--- src/design/sacl_pkg.sv ---
`timescale 1ns / 1ps

package sacl_pkg;

   localparam int MAX_SETS_DEF = 256;
   localparam int MAX_WAYS_DEF = 4;
   localparam int ADDR_BITS    = 32;

   localparam int ADDR_W     = 32;
   localparam int TAG_W      = 32;
   localparam int TIME_W     = 31;
   localparam int KIND_W     = 3;
   localparam int OFFS_W     = 4;
   localparam int IDX_W      = 4;
   localparam int WAYB_W     = 2;
   localparam int CSR_IDX_W  = 2;
   localparam int CSR_DATA_W = 4;
   localparam int SHIFT_W    = 5;

   localparam logic [KIND_W-1:0] KIND_LOOKUP = 3'd0;
   localparam logic [KIND_W-1:0] KIND_FILL   = 3'd1;
   localparam logic [KIND_W-1:0] KIND_TOUCH  = 3'd2;
   localparam logic [KIND_W-1:0] KIND_INVAL  = 3'd3;
   localparam logic [KIND_W-1:0] KIND_DIRTY  = 3'd4;

   localparam logic [CSR_IDX_W-1:0] CSR_OFFSET_BITS = 2'd0;
   localparam logic [CSR_IDX_W-1:0] CSR_INDEX_BITS  = 2'd1;
   localparam logic [CSR_IDX_W-1:0] CSR_WAY_BITS    = 2'd2;

   localparam logic [OFFS_W-1:0] OFFSET_BITS_RST = 4'd6;
   localparam logic [IDX_W-1:0]  INDEX_BITS_RST  = 4'd8;
   localparam logic [WAYB_W-1:0] WAY_BITS_RST    = 2'd2;

   function automatic logic [ADDR_W-1:0] addr_mask(input int bits);
      logic [ADDR_W-1:0] m;
      m = '1;
      if (bits < ADDR_W) begin
         m = (ADDR_W'(1) << bits) - ADDR_W'(1);
      end
      return m;
   endfunction

   localparam logic [ADDR_W-1:0] ADDR_MASK = addr_mask(ADDR_BITS);

   // largest b below 16 with 2**b <= n, else 0
   function automatic int floor_log2(input int n);
      int r;
      r = 0;
      for (int i = 1; i < 16; i++) begin
         if ((1 << i) <= n) begin
            r = i;
         end
      end
      return r;
   endfunction

   typedef enum logic [2:0] {
      ST_SWEEP,
      ST_IDLE,
      ST_READ,
      ST_SCAN,
      ST_WRITE
   } state_type;

   typedef struct packed {
      logic clear_we;
      logic rd_en;
      logic scan_en;
      logic scan_first;
      logic wb_en;
   } ctrl_type;

endpackage

--- src/design/sacl_row_mem.sv ---
`timescale 1ns / 1ps

module sacl_row_mem #(
   parameter int DEPTH = sacl_pkg::MAX_SETS_DEF,
   parameter int WIDTH = 8,
   localparam int AW   = (DEPTH > 1) ? $clog2(DEPTH) : 1
) (
   input  logic             clock,
   input  logic             we,
   input  logic [AW-1:0]    waddr,
   input  logic [WIDTH-1:0] wdata,
   input  logic             re,
   input  logic [AW-1:0]    raddr,
   output logic [WIDTH-1:0] rdata
);

   logic [WIDTH-1:0] mem_ff [DEPTH];
   logic [WIDTH-1:0] rdata_ff;

   always_ff @(posedge clock) begin
      if (we) begin
         mem_ff[waddr] <= wdata;
      end
      if (re) begin
         rdata_ff <= mem_ff[raddr];
      end
   end

   assign rdata = rdata_ff;

endmodule

--- config.mk ---
export PLATFORM = sky130hd
export DESIGN_NAME = sacl_row_mem
export DESIGN_NICKNAME = d
export VERILOG_FILES = /design/src/design/sacl_pkg.sv /design/src/design/sacl_row_mem.sv
export SDC_FILE = /design/constraint.sdc
export NUM_CORES = 2
export LEC_CHECK = 0
export ABC_AREA = 1
export BUFFER_PORTS_ARGS = -buffer_cell sky130_fd_sc_hd__buf_4
export CELL_PAD_IN_SITES_DETAIL_PLACEMENT = 1
export CELL_PAD_IN_SITES_GLOBAL_PLACEMENT = 1
export CORE_ASPECT_RATIO = 1.4
export CORE_MARGIN = 1
export CORE_UTILIZATION = 52
export DETAILED_ROUTE_END_ITERATION = 10
export PLACE_DENSITY_LB_ADDON = 0.25
export SLEW_MARGIN = 15
export SYNTH_ARGS = -nofsm -noshare
export SYNTH_HDL_FRONTEND = slang
export SYNTH_SLANG_ARGS = --single-unit
--- constraint.sdc ---
create_clock -name clock -period 2.1 [get_ports clock]
set_input_delay 0.42 -clock clock [delete_from_list [all_inputs] [get_ports clock]]
set_output_delay 0.42 -clock clock [all_outputs]
set_load 0.01 [all_outputs]
==> results.md <==
* Status: complete, no violations
* I/O Pins at 35
* CP Max Fanout at 31
* Final Max Tran Viols at 0
* IR drop worst, VDD at 977 uV
* Final instance area at 97000 sq um
* Worst EP required at 2.68 ns
* Number of CTS-inserted buffers at 191
* RSZ-0062 raised after global routing: no
* DRT iter0 DRCs at 5805
* Mapped Avg Cell Area at 11.9 sq um
* R2R Setup Slk at 0.02 ns
* Initial antenna violation count at 7
* Post-detailed-routing wire length at 274000 um
* Share of layout cells above drive strength 1 at 13.1%
* Crit start category: input port
* Synthesized instance count at 7003
* FP Rows at 173
* Min cycle time layout at 2.09 ns
* Overall die width at 341 um
* CP Class: in2reg
* Total global routing overflow at 0
* Die area at 162000 sq um
* HPWL after detailed placement at 177000 um
* Endpoints failing setup at 0
* Peak per-stage delay on the critical path at 0.30 ns
* Comb pwr share at 7.5%
* Total track usage at 34.0%
* Worst path slowest cell: nand3_1
* Vias after detailed routing at 59.9k
* Sequential-to-total area share from yosys stat at 74.0%
* Via density at 6.16
* Placed cell area at 91100 sq um
* Most used cell, CP: nand3_1
* Fin. Hold Viols at 0
* Power, Total at 84.5 mW
* DRT Pass-1 Iters at 5
* Mapped cell area at 83500 sq um
* R2R Path Start: mem_ff[161][5]$_DFFE_PP_
* Yosys reg bits at 2056
* Leak at 34.9 nW
* Max_cap viols at 0
* Net load switching power at 19.5 mW
* Fin nets at 7495
* Crit share post-route at 99.6%
* Synth warnings at 0
* Total placed cells including tap cells at 9368
* Clock share of power at 39.0%
* Placer congestion estimate at 0.915
* Final Non-Filler Cells at 9721
* Worst Tran Pin Value at 0.584 ns
* Largest net degree at the start of global routing at 91
* First-pass GRT wire length at 405000 um
* Number of global-route vias before repair at 63.7k
* CTS sink cnt at 2056
* Setup TNS at 0 ns
* Clk slew on worst S/H paths at 0.06 ns
* H-tree Lvls at 4
* Hold EP: mem_ff[244][0]$_DFFE_PP_
* Worst Reg-to-Reg Cells at 10
* Post-Route Utilization at 60.9%
* Slew headroom at 61.1%
* CTS tree: built
* Path category of the worst min-delay check: in2reg
* Sequential Power Share at 53.6%
* Placeable Area at 159000 sq um
* Average wire per cell in the routed design at 28.2 um
* Initial Util at 52.5%
* Hold Crit Depth at 1
* IO Port Bufs at 34
* Syn_nets at 7030
* Power Density at 872 nW/um^2
* Cells along the critical path: buf_8, inv_8, buf_12, buf_12, buf_12, buf_4, nand3_1, nand3_1, nand3_1, nand3_1, nand3_1, nand3_1, nand2_1, nand2_1, nand2_1
* Hold Startpoint: wdata[0]
* Clk_lat worst skew at 0.84 ns
* Residual DRC at 0
* Net Sw Frac at 23.1%
* Fmax at 0.478 GHz
* Clk_skew at 0.0265 ns
* Clk root buf: clkbuf_16
* Synth cell types at 13
* Worst r2r dst: rdata[5]$_DFFE_PP_
* Die height at 476 um
* Clock Tree Buf Depth at 3
* CP Capture Type: flip-flop
* Internal at 65.0 mW
* P&R area growth vs syn at 16.2%
* Antenna viol nets, final at 0
* Arr. time, crit path at 2.67 ns
## cells by family (layout without fill, tap and decap cells)
group | count (synthesis) | count (layout) | share of synthesized area (%)
buffers and inverters | 522 | 1133 | 3.12
flip-flops | 2056 | 2056 | 74.0
other | 0 | 7 | 0
AND/OR/NAND/NOR | 4425 | 4425 | 22.9
## through the flow
step,hold WS [ns],worst slack [ns]
2_1_floorplan,0.519,0.189
3_3_place_gp,0.756,-0.838
3_5_place_dp,0.742,-0.929
6_report,0.0564,0.00931
4_1_cts,0.0266,0.0186
5_1_grt,0.0456,0.00568
## power by group through the flow
stage / Clock, mW / Sequential [mW] / Combinational [mW]
floorplan: 0 / 46.2 / 2.79
global placement: 0 / 46.2 / 5.88
detailed placement: 0 / 46.2 / 6.12
CTS: 33.2 / 45.3 / 6.21
global route: 34.4 / 45.3 / 6.62
finish: 32.9 / 45.3 / 6.30
## area by class of cell
class / instances / area [sq um]
antenna: 7 / 17.5
clock buffer: 246 / 5070
inverter: 39 / 180
timing repair buffer: 755 / 7510
sequential: 2056 / 61700
tap: 2100 / 2630
fill: 15905 / 62100
clock inverter: 93 / 644
multi-input combinational: 4425 / 19200
## metal layers
layer,routed length (um),global-route usage (%),share of wire (%),vias to the layer above
met5,37,0,0.013,-
met4,18600,22.2,6.8,6
met3,18900,5.15,6.9,794
met2,138000,58.0,50,2734
met1,98600,40.1,36,30610
li1,-,-,-,25772
## cell usage in the layout, fill, tap and decap left out
cell and n:
inv_4 1, bufinv_16 8, diode_2 7, dlygate4sd3_1 7, buf_4 598, inv_16 1, clkinv_4 1, nand2_2 2
inv_1 34, nand3_2 4, inv_2 1, clkinv_2 20, nor2_1 283, buf_12 139, nand3_1 2014, buf_8 11
nand3_4 1, inv_8 2, inv_6 8, clkbuf_1 51, clkinv_1 52, clkbuf_16 195, edfxtp_1 2056, clkinvlp_4 4
nand2_1 2121
## critical path, delay by kind of cell
family / cells / cell delay, ns
simple gates: 9 / 1.17
buf+inv: 6 / 1.05
## how the worst max path moves through the flow
stage	to	cells past startpoint	startpoint	slack, ns
final	rdata[7]$_DFFE_PP_	15	raddr[1]	0.009
after floorplan	mem_ff[162][0]$_DFFE_PP_	4	we	0.19
after CTS	rdata[2]$_DFFE_PP_	10	mem_ff[118][2]$_DFFE_PP_	0.02
after detailed placement	rdata[2]$_DFFE_PP_	14	raddr[0]	-0.93
after global placement	rdata[2]$_DFFE_PP_	14	raddr[1]	-0.84
after global routing	rdata[7]$_DFFE_PP_	14	raddr[0]	0.006
## registers in the layout (all words and copies together) (netlist names)
register	flops
mem_ff	2048
rdata	8
## what timing repair did
item,in CTS,in global routing
cloned,0,0
buffers inserted,0,0
hold buffers,7,0
setup endpoints to repair,1,5
gates resized for setup,1,5
endpoints found under the hold margin,80,0
## synth_stat cells, drive strengths merged
cell type  count  area share [%]
nand2       2123             9.5
nand3       2019              12
edfxtp      2056              74
buf          371             2.4
nor2         283             1.3
clkbuf       112            0.50
inv           39            0.18
Note: power is estimated with default switching activity, not from simulation.
