--- src/design/sacl_pkg.sv ---
`timescale 1ns / 1ps

package sacl_pkg;

   localparam int MAX_SETS_DEF = 256;
   localparam int MAX_WAYS_DEF = 4;
   localparam int ADDR_BITS    = 32;

   localparam int ADDR_W     = 32;
   localparam int TAG_W      = 32;
   localparam int TIME_W     = 31;
   localparam int KIND_W     = 3;
   localparam int OFFS_W     = 4;
   localparam int IDX_W      = 4;
   localparam int WAYB_W     = 2;
   localparam int CSR_IDX_W  = 2;
   localparam int CSR_DATA_W = 4;
   localparam int SHIFT_W    = 5;

   localparam logic [KIND_W-1:0] KIND_LOOKUP = 3'd0;
   localparam logic [KIND_W-1:0] KIND_FILL   = 3'd1;
   localparam logic [KIND_W-1:0] KIND_TOUCH  = 3'd2;
   localparam logic [KIND_W-1:0] KIND_INVAL  = 3'd3;
   localparam logic [KIND_W-1:0] KIND_DIRTY  = 3'd4;

   localparam logic [CSR_IDX_W-1:0] CSR_OFFSET_BITS = 2'd0;
   localparam logic [CSR_IDX_W-1:0] CSR_INDEX_BITS  = 2'd1;
   localparam logic [CSR_IDX_W-1:0] CSR_WAY_BITS    = 2'd2;

   localparam logic [OFFS_W-1:0] OFFSET_BITS_RST = 4'd6;
   localparam logic [IDX_W-1:0]  INDEX_BITS_RST  = 4'd8;
   localparam logic [WAYB_W-1:0] WAY_BITS_RST    = 2'd2;

   function automatic logic [ADDR_W-1:0] addr_mask(input int bits);
      logic [ADDR_W-1:0] m;
      m = '1;
      if (bits < ADDR_W) begin
         m = (ADDR_W'(1) << bits) - ADDR_W'(1);
      end
      return m;
   endfunction

   localparam logic [ADDR_W-1:0] ADDR_MASK = addr_mask(ADDR_BITS);

   // largest b below 16 with 2**b <= n, else 0
   function automatic int floor_log2(input int n);
      int r;
      r = 0;
      for (int i = 1; i < 16; i++) begin
         if ((1 << i) <= n) begin
            r = i;
         end
      end
      return r;
   endfunction

   typedef enum logic [2:0] {
      ST_SWEEP,
      ST_IDLE,
      ST_READ,
      ST_SCAN,
      ST_WRITE
   } state_type;

   typedef struct packed {
      logic clear_we;
      logic rd_en;
      logic scan_en;
      logic scan_first;
      logic wb_en;
   } ctrl_type;

endpackage

--- src/design/sacl_ctrl.sv ---
`timescale 1ns / 1ps

module sacl_ctrl #(
   parameter int MAX_SETS = sacl_pkg::MAX_SETS_DEF,
   parameter int MAX_WAYS = sacl_pkg::MAX_WAYS_DEF,
   localparam int SET_W   = (MAX_SETS > 1) ? $clog2(MAX_SETS) : 1,
   localparam int WAY_W   = (MAX_WAYS > 1) ? $clog2(MAX_WAYS) : 1
) (
   input  logic               clock,
   input  logic               reset,
   input  logic               req_fire,
   input  logic               rsp_busy,
   input  logic [WAY_W-1:0]   last_way,
   output sacl_pkg::ctrl_type ctrl,
   output logic [WAY_W-1:0]   way_idx,
   output logic [SET_W-1:0]   clear_addr,
   output logic               req_ready
);

   sacl_pkg::state_type state_ff, state_in;
   logic [WAY_W-1:0]    way_ff, way_in;
   logic [SET_W-1:0]    clear_ff, clear_in;
   logic                clear_last;

   assign clear_last = (clear_ff == SET_W'(MAX_SETS - 1));

   always_comb begin
      state_in = state_ff;
      case (state_ff)
         sacl_pkg::ST_SWEEP: begin
            if (clear_last) begin
               state_in = sacl_pkg::ST_IDLE;
            end
         end
         sacl_pkg::ST_IDLE: begin
            if (req_fire) begin
               state_in = sacl_pkg::ST_READ;
            end
         end
         sacl_pkg::ST_READ: begin
            state_in = sacl_pkg::ST_SCAN;
         end
         sacl_pkg::ST_SCAN: begin
            if (way_ff == last_way) begin
               state_in = sacl_pkg::ST_WRITE;
            end
         end
         sacl_pkg::ST_WRITE: begin
            if (!rsp_busy) begin
               state_in = sacl_pkg::ST_IDLE;
            end
         end
         default: begin
            state_in = sacl_pkg::ST_IDLE;
         end
      endcase
   end

   always_comb begin
      ctrl      = '0;
      req_ready = 1'b0;
      way_in    = way_ff;
      clear_in  = clear_ff;
      case (state_ff)
         sacl_pkg::ST_SWEEP: begin
            ctrl.clear_we = 1'b1;
            clear_in      = clear_ff + SET_W'(1);
         end
         sacl_pkg::ST_IDLE: begin
            req_ready = 1'b1;
         end
         sacl_pkg::ST_READ: begin
            ctrl.rd_en = 1'b1;
            way_in     = '0;
         end
         sacl_pkg::ST_SCAN: begin
            ctrl.scan_en    = 1'b1;
            ctrl.scan_first = (way_ff == '0);
            way_in          = way_ff + WAY_W'(1);
         end
         sacl_pkg::ST_WRITE: begin
            ctrl.wb_en = !rsp_busy;
         end
         default: begin
            ctrl = '0;
         end
      endcase
   end

   always_ff @(posedge clock) begin
      if (reset) begin
         state_ff <= sacl_pkg::ST_SWEEP;
         way_ff   <= '0;
         clear_ff <= '0;
      end else begin
         state_ff <= state_in;
         way_ff   <= way_in;
         clear_ff <= clear_in;
      end
   end

   assign way_idx    = way_ff;
   assign clear_addr = clear_ff;

endmodule

--- config.mk ---
export PLATFORM = sky130hd
export DESIGN_NAME = sacl_ctrl
export DESIGN_NICKNAME = d
export VERILOG_FILES = /design/src/design/sacl_pkg.sv /design/src/design/sacl_ctrl.sv
export SDC_FILE = /design/constraint.sdc
export NUM_CORES = 1
export LEC_CHECK = 0
export BUFFER_PORTS_ARGS = -buffer_cell sky130_fd_sc_hd__buf_4
export CAP_MARGIN = 20
export CORE_MARGIN = 2
export CORE_UTILIZATION = 47
export CTS_CLUSTER_DIAMETER = 100
export DETAILED_ROUTE_END_ITERATION = 8
export GPL_TIMING_DRIVEN = 0
export PLACE_DENSITY = 0.76
export SYNTH_ARGS = -nofsm -noshare
export SYNTH_HDL_FRONTEND = slang
export SYNTH_SLANG_ARGS = --single-unit
--- constraint.sdc ---
create_clock -name clock -period 1.71 [get_ports clock]
set_input_delay 0.171 -clock clock [delete_from_list [all_inputs] [get_ports clock]]
set_output_delay 0.171 -clock clock [all_outputs]
set_load 0.02 [all_outputs]
==> metrics.md <==
| Metric | Value |
|---|---|
| Crit-path max FO | 14 |
| DP HPWL | 1143 µm |
| Num CTS Buffers | 3 |
| Layout cells sized above 1 | 26.92% |
| Cell taking the most area after synthesis | dfxtp_1 |
| Final #Nets | 113 |
| Drt first pass iters | 4 |
| Core ar. | 0.001334 mm² |
| Startpoint types | register |
| Root Buffer | clkbuf_4 |
| Via Count | 662 |
| Placer's final routability congestion estimate | 0.7312 |
| CTS tree | done |
| HP Start | reset |
| H-tree Lvls | 1 |
| Routed WL | 1495 µm |
| Final WS setup | 63.80 ps |
| 1st-iter DRT viols | 18 |
| # diodes | 0 |
| Residual DRC | 0 |
| Worst R2R Start | state_ff[1] |
| Most frequent cells in the layout | buf_4, dfxtp_1, a21oi_1 |
| Final setup vio count | 0 |
| Worst min path class | input port to register |
| Post-route ant nets | 0 |
| Total track usage | 18.22% |
| Synth top area share | 38.24% |
| #FFs+latches synth | 13 |
| Max Root-Sink Buffers | 2 |
| RSZ-0062 raised after global routing | false |
| Setup TNS | 0 ps |
| Reg2reg path depth | 4 |
| Relative slew margins | 68.77% |
| Global-route wire length before repair | 2573 µm |
| Die ar. | 0.001769 mm² |
| Layout area overhead | 28.12% |
| R2r setup slk | 60 ps |
| P per Cell Area | 632.6 mW/mm² |
| Fmax achieved | 607.5 MHz |
| Worst vdd ir | 0.0004923 V |
| Grt total ovfl | 0 |
| Tightest Pin Transition | 468.4 ps |
| Arrival time worst endpoint | 1850 ps |
| Most common cell after layout, fill and taps aside | buf_4 |
| R2R Path End | clear_addr[5] |
| Die Ht | 42.06 µm |
| Sequential fraction of the synthesis area | 38.24% |
| Die Wd | 42.06 µm |
| Initial antenna violation count | 0 |
| Final worst-path cycle share | 96.27% |
| Clock insertion delay at the later pin of the skew report | 270 ps |
| Pre-CTS WS | 94.79 ps |
| Main area contributors after synthesis | dfxtp_1, a21oi_1, nand2_1, o31ai_1, or4_1 |
| Max-Cap Viols | 0 |
| Hold Path Sink | state_ff[2] |
| Data required time at the worst endpoint | 1910 ps |
| WS Path Type | register to register |
| Ys Warns | 0 |
| Vias in the first global route | 624 |
| Port Buffers | 21 |
| Rows | 13 |
| Clock sinks | 13 |
| CTS Hold Bufs | 0 |
| Post-DR wirelength/cell | 12.56 µm |
| Cell variety after synth | 28 |
| Post-Route Skew | 6.611 ps |
| Slew Viols, Final | 0 |
| Worst-path clk slew | 80 ps |
| Initial Util | 51.03% |
| Synthesized instance count | 81 |
| Status | completed |
| Syn_nets | 89 |
| Synthesized area | 680.7 µm² |
| Average cell area after synthesis | 8.403 µm² |
| Hold Path Stages | 2 |
| Final Critical Period | 1646 ps |
| Critical Path End Type | register |
| Static Leak | 0.3493 nW |
| Vias/cell | 5.563 |
| I/O pins | 22 |
| Pin count of the biggest net entering global routing | 15 |
| Fin. Hold Viols | 0 |
==> worst max-delay path by stage <==
stage / startpoint / endpoint / slack (ps) / cells after the start
final: state_ff[1] / clear_addr[5] / 60 / 4
after floorplan: state_ff[1] / state_ff[1] / 180 / 6
after global placement: state_ff[0] / clear_addr[3] / 150 / 5
after CTS: state_ff[1] / clear_addr[5] / 30 / 4
after detailed placement: state_ff[0] / clear_addr[5] / 90 / 4
after global routing: state_ff[1] / clear_addr[5] / 2 / 4
==> where the power goes <==
group	internal (W)	switching (W)	leakage (nW)
logic	0.0000230	0.0000248	0.229
clock network	0.0000902	0.0000980	0.0150
registers	0.000309	0.00000706	0.105
total	0.000422	0.000130	0.349
==> synthesized netlist by cell type <==
| master | instances |
|---|---|
| or3_4 | 1 |
| nand3b_1 | 1 |
| inv_1 | 5 |
| xnor2_1 | 3 |
| nand2b_1 | 1 |
| nand4b_1 | 2 |
| nor3b_1 | 2 |
| ha_1 | 2 |
| buf_6 | 1 |
| or3_1 | 2 |
| nor2_1 | 3 |
| a2bb2oi_1 | 1 |
| o31ai_1 | 4 |
| buf_4 | 2 |
| and2_1 | 1 |
| nand3_1 | 3 |
| or4_1 | 4 |
| nand4_1 | 2 |
| and3b_1 | 1 |
| nand2_1 | 8 |
| nor2b_1 | 1 |
| dfxtp_1 | 13 |
| o21ai_0 | 2 |
| o22ai_1 | 1 |
| a21oi_1 | 11 |
| o211a_1 | 1 |
| clkbuf_1 | 2 |
| and3_1 | 1 |
==> area by class of cell <==
cell class | instances | area (µm²)
repair buffers | 21 | 157.7
clock buffers | 4 | 26.28
multi-input cells | 58 | 367.9
well taps | 15 | 18.77
fillers | 122 | 461.7
inverters | 5 | 18.77
plain buffers | 3 | 22.52
flip-flops and latches | 13 | 260.3
==> worst max-delay path: stages, from the launching register on <==
cell     delay, ps
dfxtp_1        310
buf_6          130
or3_4          440
or4_1          520
a21oi_1        170
==> sequential cells by signal, summed over array words and instances, names as in the netlist <==
signal / count
state_ff: 3
clear_addr: 8
way_idx: 2
==> per-layer routing <==
layer	up-vias	track usage [%]	share of wire, %
li1	338	-	-
met1	308	23.66	48
met2	16	30.94	47
met3	0	5.172	4.4
met4	0	2.500	0
met5	-	0	0
==> logic make-up (layout without fill, tap and decap cells) <==
family,Yosys count,in the layout,synth area share (%)
adder cells (fa/ha/maj),2,2,3.676
AND/OR/NAND/NOR,33,33,28.86
flip-flops,13,13,38.24
buffers and inverters,10,33,7.721
AO/OA/AOI/OAI,20,20,17.65
XOR/XNOR,3,3,3.861
==> stage by stage <==
| step | utilization [%] | hold slack, ps | std cells | total power (W) | cell area, µm² |
|---|---|---|---|---|---|
| detailed placement | 64.26 | 362.4 | 117 | 0.0003707 | 857.1 |
| floorplan | - | 240.1 | 81 | 0.0003456 | 680.7 |
| CTS | 65.38 | 66.42 | 119 | 0.0005595 | 872.1 |
| global route | 65.38 | 73.93 | 119 | 0.0005776 | 872.1 |
| finish | 65.38 | 75.58 | 119 | 0.0005517 | 872.1 |
| global placement | 64.26 | 360.0 | 117 | 0.0003694 | 857.1 |
==> what timing repair did <==
item                                    4_1_cts  5_1_grt
buffers inserted                              0        0
resized for setup                             1        0
pin swaps                                     0        1
endpoints found under the setup margin        1        1
gates cloned                                  0        0
No activity file was read; power rests on OpenSTA's default activity.
