<file path="config.mk">
export PLATFORM = sky130hd
export DESIGN_NAME = sacl_scan
export DESIGN_NICKNAME = d
export VERILOG_FILES = /design/src/design/sacl_pkg.sv /design/src/design/sacl_scan.sv
export SDC_FILE = /design/constraint.sdc
export NUM_CORES = 1
export LEC_CHECK = 0
export ABC_CLOCK_PERIOD_IN_PS = 8200
export BUFFER_PORTS_ARGS = -buffer_cell sky130_fd_sc_hd__buf_2
export CAP_MARGIN = 15
export CORE_AREA = 2 2 121 123
export CTS_CLUSTER_SIZE = 25
export DETAILED_ROUTE_END_ITERATION = 8
export DIE_AREA = 0 0 123 125
export PLACE_DENSITY_LB_ADDON = 0.1
export SETUP_SLACK_MARGIN = 0.05
export SLEW_MARGIN = 20
export SYNTH_ARGS = -nofsm -noshare
export SYNTH_HDL_FRONTEND = slang
export SYNTH_SLANG_ARGS = --single-unit
</file>
<file path="constraint.sdc">
create_clock -name clock -period 8.2 [get_ports clock]
set_input_delay 1.64 -clock clock [delete_from_list [all_inputs] [get_ports clock]]
set_output_delay 1.64 -clock clock [all_outputs]
set_load 0.03 [all_outputs]
</file>
<file path="src/design/sacl_pkg.sv">
`timescale 1ns / 1ps

package sacl_pkg;

   localparam int MAX_SETS_DEF = 256;
   localparam int MAX_WAYS_DEF = 4;
   localparam int ADDR_BITS    = 32;

   localparam int ADDR_W     = 32;
   localparam int TAG_W      = 32;
   localparam int TIME_W     = 31;
   localparam int KIND_W     = 3;
   localparam int OFFS_W     = 4;
   localparam int IDX_W      = 4;
   localparam int WAYB_W     = 2;
   localparam int CSR_IDX_W  = 2;
   localparam int CSR_DATA_W = 4;
   localparam int SHIFT_W    = 5;

   localparam logic [KIND_W-1:0] KIND_LOOKUP = 3'd0;
   localparam logic [KIND_W-1:0] KIND_FILL   = 3'd1;
   localparam logic [KIND_W-1:0] KIND_TOUCH  = 3'd2;
   localparam logic [KIND_W-1:0] KIND_INVAL  = 3'd3;
   localparam logic [KIND_W-1:0] KIND_DIRTY  = 3'd4;

   localparam logic [CSR_IDX_W-1:0] CSR_OFFSET_BITS = 2'd0;
   localparam logic [CSR_IDX_W-1:0] CSR_INDEX_BITS  = 2'd1;
   localparam logic [CSR_IDX_W-1:0] CSR_WAY_BITS    = 2'd2;

   localparam logic [OFFS_W-1:0] OFFSET_BITS_RST = 4'd6;
   localparam logic [IDX_W-1:0]  INDEX_BITS_RST  = 4'd8;
   localparam logic [WAYB_W-1:0] WAY_BITS_RST    = 2'd2;

   function automatic logic [ADDR_W-1:0] addr_mask(input int bits);
      logic [ADDR_W-1:0] m;
      m = '1;
      if (bits < ADDR_W) begin
         m = (ADDR_W'(1) << bits) - ADDR_W'(1);
      end
      return m;
   endfunction

   localparam logic [ADDR_W-1:0] ADDR_MASK = addr_mask(ADDR_BITS);

   // largest b below 16 with 2**b <= n, else 0
   function automatic int floor_log2(input int n);
      int r;
      r = 0;
      for (int i = 1; i < 16; i++) begin
         if ((1 << i) <= n) begin
            r = i;
         end
      end
      return r;
   endfunction

   typedef enum logic [2:0] {
      ST_SWEEP,
      ST_IDLE,
      ST_READ,
      ST_SCAN,
      ST_WRITE
   } state_type;

   typedef struct packed {
      logic clear_we;
      logic rd_en;
      logic scan_en;
      logic scan_first;
      logic wb_en;
   } ctrl_type;

endpackage

</file>
<file path="src/design/sacl_scan.sv">
`timescale 1ns / 1ps

// One way per cycle while scan_en is set: tag compare, invalid search and oldest-timestamp search.
module sacl_scan #(
   parameter int MAX_WAYS = sacl_pkg::MAX_WAYS_DEF,
   localparam int WAY_W   = (MAX_WAYS > 1) ? $clog2(MAX_WAYS) : 1
) (
   input  logic                                         clock,
   input  logic                                         reset,
   input  sacl_pkg::ctrl_type                           ctrl,
   input  logic [WAY_W-1:0]                             way_idx,
   input  logic [MAX_WAYS-1:0]                          row_valid,
   input  logic [MAX_WAYS-1:0][sacl_pkg::TAG_W-1:0]     row_tags,
   input  logic [MAX_WAYS-1:0][sacl_pkg::TIME_W-1:0]    row_times,
   input  logic [sacl_pkg::TAG_W-1:0]                   key_tag,
   output logic                                         hit_found,
   output logic [WAY_W-1:0]                             hit_way,
   output logic                                         inv_found,
   output logic [WAY_W-1:0]                             inv_way,
   output logic [WAY_W-1:0]                             min_way,
   output logic [MAX_WAYS-1:0]                          match_mask
);

   logic                        hit_found_ff;
   logic [WAY_W-1:0]            hit_way_ff;
   logic                        inv_found_ff;
   logic [WAY_W-1:0]            inv_way_ff;
   logic [WAY_W-1:0]            min_way_ff;
   logic [sacl_pkg::TIME_W-1:0] min_time_ff;
   logic [MAX_WAYS-1:0]         mask_ff;

   logic                        cur_valid;
   logic                        cur_match;
   logic [sacl_pkg::TIME_W-1:0] cur_time;
   logic                        hit_prev;
   logic                        inv_prev;
   logic [MAX_WAYS-1:0]         mask_prev;
   logic                        older;

   always_comb begin
      cur_valid = row_valid[way_idx];
      cur_time  = row_times[way_idx];
      cur_match = cur_valid && (row_tags[way_idx] == key_tag);
      hit_prev  = ctrl.scan_first ? 1'b0 : hit_found_ff;
      inv_prev  = ctrl.scan_first ? 1'b0 : inv_found_ff;
      mask_prev = ctrl.scan_first ? '0 : mask_ff;
      // strict less keeps the lowest way on equal timestamps
      older     = ctrl.scan_first || (cur_time < min_time_ff);
   end

   always_ff @(posedge clock) begin
      if (reset) begin
         hit_found_ff <= 1'b0;
         inv_found_ff <= 1'b0;
         mask_ff      <= '0;
      end else if (ctrl.scan_en) begin
         hit_found_ff <= hit_prev | cur_match;
         inv_found_ff <= inv_prev | !cur_valid;
         mask_ff      <= mask_prev | (MAX_WAYS'(cur_match) << way_idx);
      end
   end

   always_ff @(posedge clock) begin
      if (ctrl.scan_en) begin
         if (!hit_prev && cur_match) begin
            hit_way_ff <= way_idx;
         end
         if (!inv_prev && !cur_valid) begin
            inv_way_ff <= way_idx;
         end
         if (older) begin
            min_time_ff <= cur_time;
            min_way_ff  <= way_idx;
         end
      end
   end

   assign hit_found  = hit_found_ff;
   assign hit_way    = hit_way_ff;
   assign inv_found  = inv_found_ff;
   assign inv_way    = inv_way_ff;
   assign min_way    = min_way_ff;
   assign match_mask = mask_ff;

   a_hit_in_mask: assert property (@(posedge clock) disable iff (reset)
      hit_found_ff |-> mask_ff[hit_way_ff])
      else $error("first hit way not in match mask");

   a_hit_lowest: assert property (@(posedge clock) disable iff (reset)
      hit_found_ff |-> ((mask_ff & ((MAX_WAYS'(1) << hit_way_ff) - MAX_WAYS'(1))) == '0))
      else $error("match below the reported hit way");

   a_hit_mask_agree: assert property (@(posedge clock) disable iff (reset)
      hit_found_ff == (mask_ff != '0))
      else $error("hit flag and match mask disagree");

endmodule

</file>
==> run metrics, run 1 <==
outcome=completed; commonest cells in the netlist=mux4_2, edfxtp_1, inv_1; Vias per Instance=4.81; largest net degree at the start of global routing=41; fraction of layout cells with a size suffix above 1=0.643; register share of total power=0.369; Sw Pwr=210 uW; vias in the first global route=4,010; combinational fraction of design power=0.372; final WL=13.6 mm; DP Cell Count=772; maxcap violations=0; Root Buffer=clkbuf_16; Max clock buf depth=2; Chip Width=123 um; I/O pin total=309; port bufs=305; Mapped Cells=295; crit end category=flop; RR Startpoint=min_time_ff[8]$_DFFE_PP_; Hold Path Class=flop to flop; core area=14,200 sq um; end of the worst register-to-register path=min_time_ff[13]$_DFFE_PP_; CTS Buf Count=5; Clock Latency Late Sink=0.29 ns; Synth Area per Inst=13.5 sq um; Synth Area in Compound Gates=0.0611; CTS clk-pin slew, worst paths=0.06 ns; R2R cell count=10; clk sinks=43; Ys Warns=0; TritonCTS clock tree=built; Netlist cell types=34; dominant cell type by area after synthesis=mux4_2; Synth Area in Adders=0.0940; most numerous cell in the Yosys netlist=mux4_2; hold wc startpoint=match_mask[0]$_SDFFE_PP0P_; P per Cell Area=127 nW/um^2; post-synthesis mux area share=0.361; Synth Flop Type=edfxtp_1; XOR/XNOR share of the synthesized area=0.0702; WS Path Type=primary input to flop; clock power share=0.259; # diodes=0; clock skew after layout=0.00652 ns; DRT Pass-1 Iters=4; Final Util=0.412; number of synthesized flops with an enable pin=37; area growth from synthesis to layout=46.7%; Seq/Total Area, Yosys=0.308; fin cells=780; DP HPWL=11.7 mm; TNS Setup=0 ns; syn_nets=622; largest family of logic cells by synthesized area=multiplexers; Post-Synth Simple-Gate Area=0.0545; Final setup viols=0; H-tree depth=2; Final Cycle Share=0.639; initial antenna violation count=0; worst path required time=8.15 ns; R2R Setup Slk=5.15 ns; min cycle time layout=5.24 ns; area of the mapped netlist=3990 sq um; Worst EP arrival=5.19 ns; GRT overflow=0; internal power=533 uW; Final Max Slew Viols=0; Wirelength per Cell=17.4 um; Rows=44; Area contributors post-synth=mux4_2, edfxtp_1, ha_1, xnor2_1, inv_1; Vias=3,754; DRC=0; Post-CTS Hold Fix Bufs=0; RSZ-0062 raised after global routing=no; relative slew slack=0.484; GP Congestion=0.849; setup bufs post-CTS=0; static leakage=0.00274 uW; Routed Antenna Nets=0; Hold Path Sink=match_mask[0]$_SDFFE_PP0P_; ys async rst share=0; crit path max fanout=38; Switching Share=0.283; Hold Path Stages=2; Worst VDD drop=0.0662 mV; Die Area=15,400 sq um; first-pass GRT wire length=20.1 mm; final hold violations=0; post-synth top area share=0.361; All-Layer GR Usage=0.172; FMAX=0.191 GHz; Slew @ Worst Pin=0.773 ns; Seq cells post-synth=43; Post-CTS Resized=0; Starting Density=0.281; First DRT Iteration DRCs=83; crit path launch type=primary input; die height=125 um; Final nets=922
## placed cells by master, fill, tap and decap left out, drive strengths merged
| cell | instances |
|---|---|
| nand4 | 9 |
| nor2 | 2 |
| a32oi | 1 |
| ha | 30 |
| nand2b | 3 |
| a41oi | 1 |
| mux4 | 64 |
| inv | 34 |
| a31oi | 1 |
| or3b | 1 |
| and3 | 1 |
| a2111oi | 1 |
| o31ai | 4 |
| nand3 | 5 |
| a21o | 4 |
| xor2 | 5 |
| a211oi | 1 |
| clkinv | 2 |
| xnor2 | 27 |
| buf | 308 |
| o21ai | 8 |
| nand2 | 13 |
| a21oi | 10 |
| a211o | 1 |
| clkbuf | 6 |
| dfxtp | 6 |
| nor4 | 1 |
| nor3 | 5 |
| o21bai | 1 |
| a221o | 1 |
| edfxtp | 37 |
| nor2b | 2 |
| o211ai | 1 |
## through the flow
stage | power (uW) | area [sq um] | setup WS, ns | hold WS (ns)
after global routing | 793 | 5850 | 2.64 | 0.486
after CTS | 756 | 5850 | 2.86 | 0.468
after global placement | 556 | 5720 | 2.61 | 0.447
final | 744 | 5850 | 2.96 | 0.458
after detailed placement | 562 | 5720 | 2.55 | 0.453
after floorplan | 448 | 3990 | 1.30 | 0.577
## worst max path at each step
stage | startpoint | endpoint | slack [ns] | depth (start not counted)
finish | way_idx[0] | min_time_ff[13]$_DFFE_PP_ | 2.96 | 11
global route | way_idx[0] | min_time_ff[14]$_DFFE_PP_ | 2.64 | 11
CTS | way_idx[0] | min_time_ff[12]$_DFFE_PP_ | 2.86 | 11
detailed placement | way_idx[0] | min_time_ff[1]$_DFFE_PP_ | 2.55 | 11
global placement | way_idx[0] | min_time_ff[0]$_DFFE_PP_ | 2.61 | 11
floorplan | way_idx[0] | min_time_ff[0]$_DFFE_PP_ | 1.30 | 12
## metal layers
metal / track usage / vias to the layer above / share of wire
met1: 0.188 / 1788 / 0.36
met4: 0.0368 / 0 / 0.010
li1: - / 1785 / -
met5: 0 / - / 0
met3: 0.0429 / 8 / 0.086
met2: 0.330 / 173 / 0.54
## cells by family (layout without fill, tap and decap cells)
kind of cell	Yosys count	in the layout
buf+inv	49	350
compound gates	35	35
simple gates	42	42
flops	43	43
mux	64	64
fa+ha+maj	30	30
xor+xnor	32	32
## power by group through the flow
stage               registers [uW]  logic, uW  clock network (uW)
floorplan                      284        165                   0
global placement               279        277                   0
detailed placement             279        282                   0
CTS                            275        284                 198
global route                   277        311                 205
finish                         275        277                 192
## sequential cells by signal, indices dropped and copies added (netlist names)
name         count
match_mask       4
hit_found        1
min_time_ff     31
inv_found        1
hit_way          2
inv_way          2
min_way          2
## cell type report
cell class	instances	area, sq um
clock inverters	2	7.51
repair buffers	308	1550
flip-flops and latches	43	1230
multi-input cells	203	2580
fillers	1426	8350
clock buffers	6	129
well taps	184	230
inverters	34	128
## critical path, cell delays in order
cell and delay (ns):
buf_4 0.54, mux4_2 0.62, ha_1 0.31, a21o_1 0.18, a21o_1 0.17, a21o_1 0.17
a211oi_1 0.22, o21bai_1 0.09, a221o_1 0.41, a41oi_4 0.36, buf_4 0.43
Note: power is estimated with default switching activity, not from simulation.
==> run 2: changes to the inputs <==
--- a/config.mk
+++ b/config.mk
@@ -5,7 +5,7 @@
 export SDC_FILE = /design/constraint.sdc
 export NUM_CORES = 1
 export LEC_CHECK = 0
-export ABC_CLOCK_PERIOD_IN_PS = 8200
+export ABC_CLOCK_PERIOD_IN_PS = 5300
 export BUFFER_PORTS_ARGS = -buffer_cell sky130_fd_sc_hd__buf_2
 export CAP_MARGIN = 15
 export CORE_AREA = 2 2 121 123
==> constraint.sdc (replaced) <==
create_clock -name clock -period 5.3 [get_ports clock]
set_input_delay 1.06 -clock clock [delete_from_list [all_inputs] [get_ports clock]]
set_output_delay 1.06 -clock clock [all_outputs]
set_load 0.03 [all_outputs]
==> run metrics, run 2 (synthesis gave the netlist of run 1 again) <==
Routed Antenna Nets=0 (unchanged); worst path bufs/invs=3 (was 2); Hold Path Stages=2 (unchanged); DP HPWL=11.5 mm (was 11.7 mm); CTS Buf Count=5 (unchanged); relative slew slack=0.606 (was 0.484); First DRT Iteration DRCs=97 (was 83); clk sinks=43 (unchanged); end of the worst register-to-register path=min_time_ff[12]$_DFFE_PP_ (was min_time_ff[13]$_DFFE_PP_); Chip Width=123 um (unchanged); port bufs=305 (unchanged); Final Cycle Share=0.806; most used routing layer=met2 (unchanged); CTS clk-pin slew, worst paths=0.06 ns (about the same); DRC=0 (unchanged); RSZ-0062 raised after global routing=no (unchanged); crit path launch type=primary input (unchanged); core area=14,200 sq um (unchanged); Vias per Instance=4.76 (was 4.81); Slew @ Worst Pin=0.591 ns (was 0.773 ns); Final Max Slew Viols=0 (unchanged); final hold violations=0 (unchanged); DRT Pass-1 Iters=4 (unchanged); fin cells=786 (was 780); outcome=completed (unchanged); Post-CTS Resized=0 (unchanged); GP Congestion=0.863 (was 0.849); commonest non-fill, non-tap cell in the layout=buf_2 (unchanged); min cycle time layout=4.27 ns; WHS=0.456 ns (was 0.458 ns); largest reg by FF count=min_time_ff (unchanged); Rows=44 (unchanged); All-Layer GR Usage=0.169 (was 0.172); Die Area=15,400 sq um (unchanged); TritonCTS clock tree=built (unchanged); worst path required time=5.29 ns (was 8.15 ns); GRT met3 Usage=0.0543 (was 0.0429); P per Cell Area=199 nW/um^2 (was 127 nW/um^2); first-pass GRT wire length=19.9 mm (was 20.1 mm); crit path max fanout=26 (was 38); Vias=3,743 (was 3,754); Hold Path Class=flop to flop (unchanged); most frequent cells in the layout=buf_2, mux4_2, edfxtp_1 (unchanged); initial antenna violation count=3 (was 0); Worst EP arrival=4.26 ns (was 5.19 ns); fraction of layout cells with a size suffix above 1=0.649 (was 0.643); hold wc startpoint=match_mask[0]$_SDFFE_PP0P_ (unchanged); I/O pin total=309 (unchanged); R2R cell count=10 (unchanged); WS Path Type=primary input to flop (unchanged); setup bufs post-CTS=0 (unchanged); sequence of cells on the critical path=buf_4 -> buf_4 -> mux4_2 -> ha_1 -> a2111oi_0 -> o21ai_0 -> a31oi_1 -> nor2b_1 -> o21ai_0 -> a32oi_1 -> a41oi_4 -> buf_12 (was buf_4 -> mux4_2 -> ha_1 -> a21o_1 -> a21o_1 -> a21o_1 -> a211oi_1 -> o21bai_1 -> a221o_1 -> a41oi_4 -> buf_4); Max clock buf depth=2 (unchanged); crit end category=flop (unchanged); maxcap violations=0 (unchanged); largest net degree at the start of global routing=33 (was 41); final WL=13.1 mm (was 13.6 mm); R2R Setup Slk=2.40 ns (was 5.15 ns); Starting Density=0.281 (unchanged); Final nets=927 (was 922); vias in the first global route=3,999 (was 4,010); clock skew after layout=0.00433 ns (was 0.00652 ns); Worst VDD drop=0.115 mV (was 0.0662 mV); Clock Latency Late Sink=0.29 ns (about the same); H-tree depth=2 (unchanged); DP Cell Count=777 (was 772); GR Util met1=0.179 (was 0.188); area growth from synthesis to layout=48.6% (was 46.7%); RR Startpoint=min_time_ff[8]$_DFFE_PP_ (unchanged); Hold Path Sink=match_mask[0]$_SDFFE_PP0P_ (unchanged); Final setup viols=0 (unchanged); static leakage=0.00278 uW (was 0.00274 uW); worst stage delay on the critical path=0.54 ns (was 0.62 ns); FMAX=0.234 GHz; slowest cell on the critical path=mux4_2 (unchanged); Largest register FFs=31 (unchanged); Final Util=0.417 (was 0.412); TNS Setup=0 ns (unchanged); GRT overflow=0 (unchanged); GR Util met2=0.318 (was 0.330); Post-CTS Hold Fix Bufs=0 (unchanged); CP top delay family=compound AO/OA/AOI/OAI gates (unchanged); Pwr Total=1180 uW (was 744 uW); Root Buffer=clkbuf_16 (unchanged); Wirelength per Cell=16.7 um (was 17.4 um); Fill cells=1,434 (was 1,426); die height=125 um (unchanged)
-- run 2: per-stage QoR --
step                setup WS (ns)  instance area (sq um)
global route                0.713                   5930
finish                       1.03                   5930
floorplan                   0.106                   4010
detailed placement          0.662                   5770
CTS                         0.950                   5930
global placement            0.712                   5770
-- run 2: worst min-delay path, stage by stage (launching register included) --
cell     delay, ns
dfxtp_1       0.32
nand2_1       0.06
o31ai_2       0.05
-- run 2: layout make-up --
cell class | instances | area, sq um | area share
multi-input cells | 203 | 2580 | 0.435
diodes | 1 | 2.50 | 0.000422
flip-flops and latches | 43 | 1230 | 0.208
well taps | 184 | 230 | 0.0388
repair buffers | 313 | 1600 | 0.271
clock buffers | 8 | 156 | 0.0264
inverters | 34 | 128 | 0.0215
-- run 2: per-layer routing --
metal  routed length (um)  vias up
met5                   26        -
met4                  192        4
met3                 1210       17
met2                 7050      157
met1                 4650     1769
li1                     -     1796
-- run 2: how the worst max path moves through the flow --
stage	slack, ns	cells past startpoint	to	start
2_1_floorplan	0.11	12	min_time_ff[0]$_DFFE_PP_	way_idx[0]
3_3_place_gp	0.71	11	min_time_ff[2]$_DFFE_PP_	way_idx[0]
3_5_place_dp	0.66	12	min_time_ff[3]$_DFFE_PP_	way_idx[0]
4_1_cts	0.95	12	min_time_ff[10]$_DFFE_PP_	way_idx[0]
5_1_grt	0.71	12	min_time_ff[11]$_DFFE_PP_	way_idx[0]
6_report	1.03	12	min_time_ff[12]$_DFFE_PP_	way_idx[0]
-- run 2: report_power, final --
part	switching [uW]	leakage, uW	internal [uW]
logic	190	0.00230	243
registers	8.32	0.000407	416
clock network	124	0.0000772	201
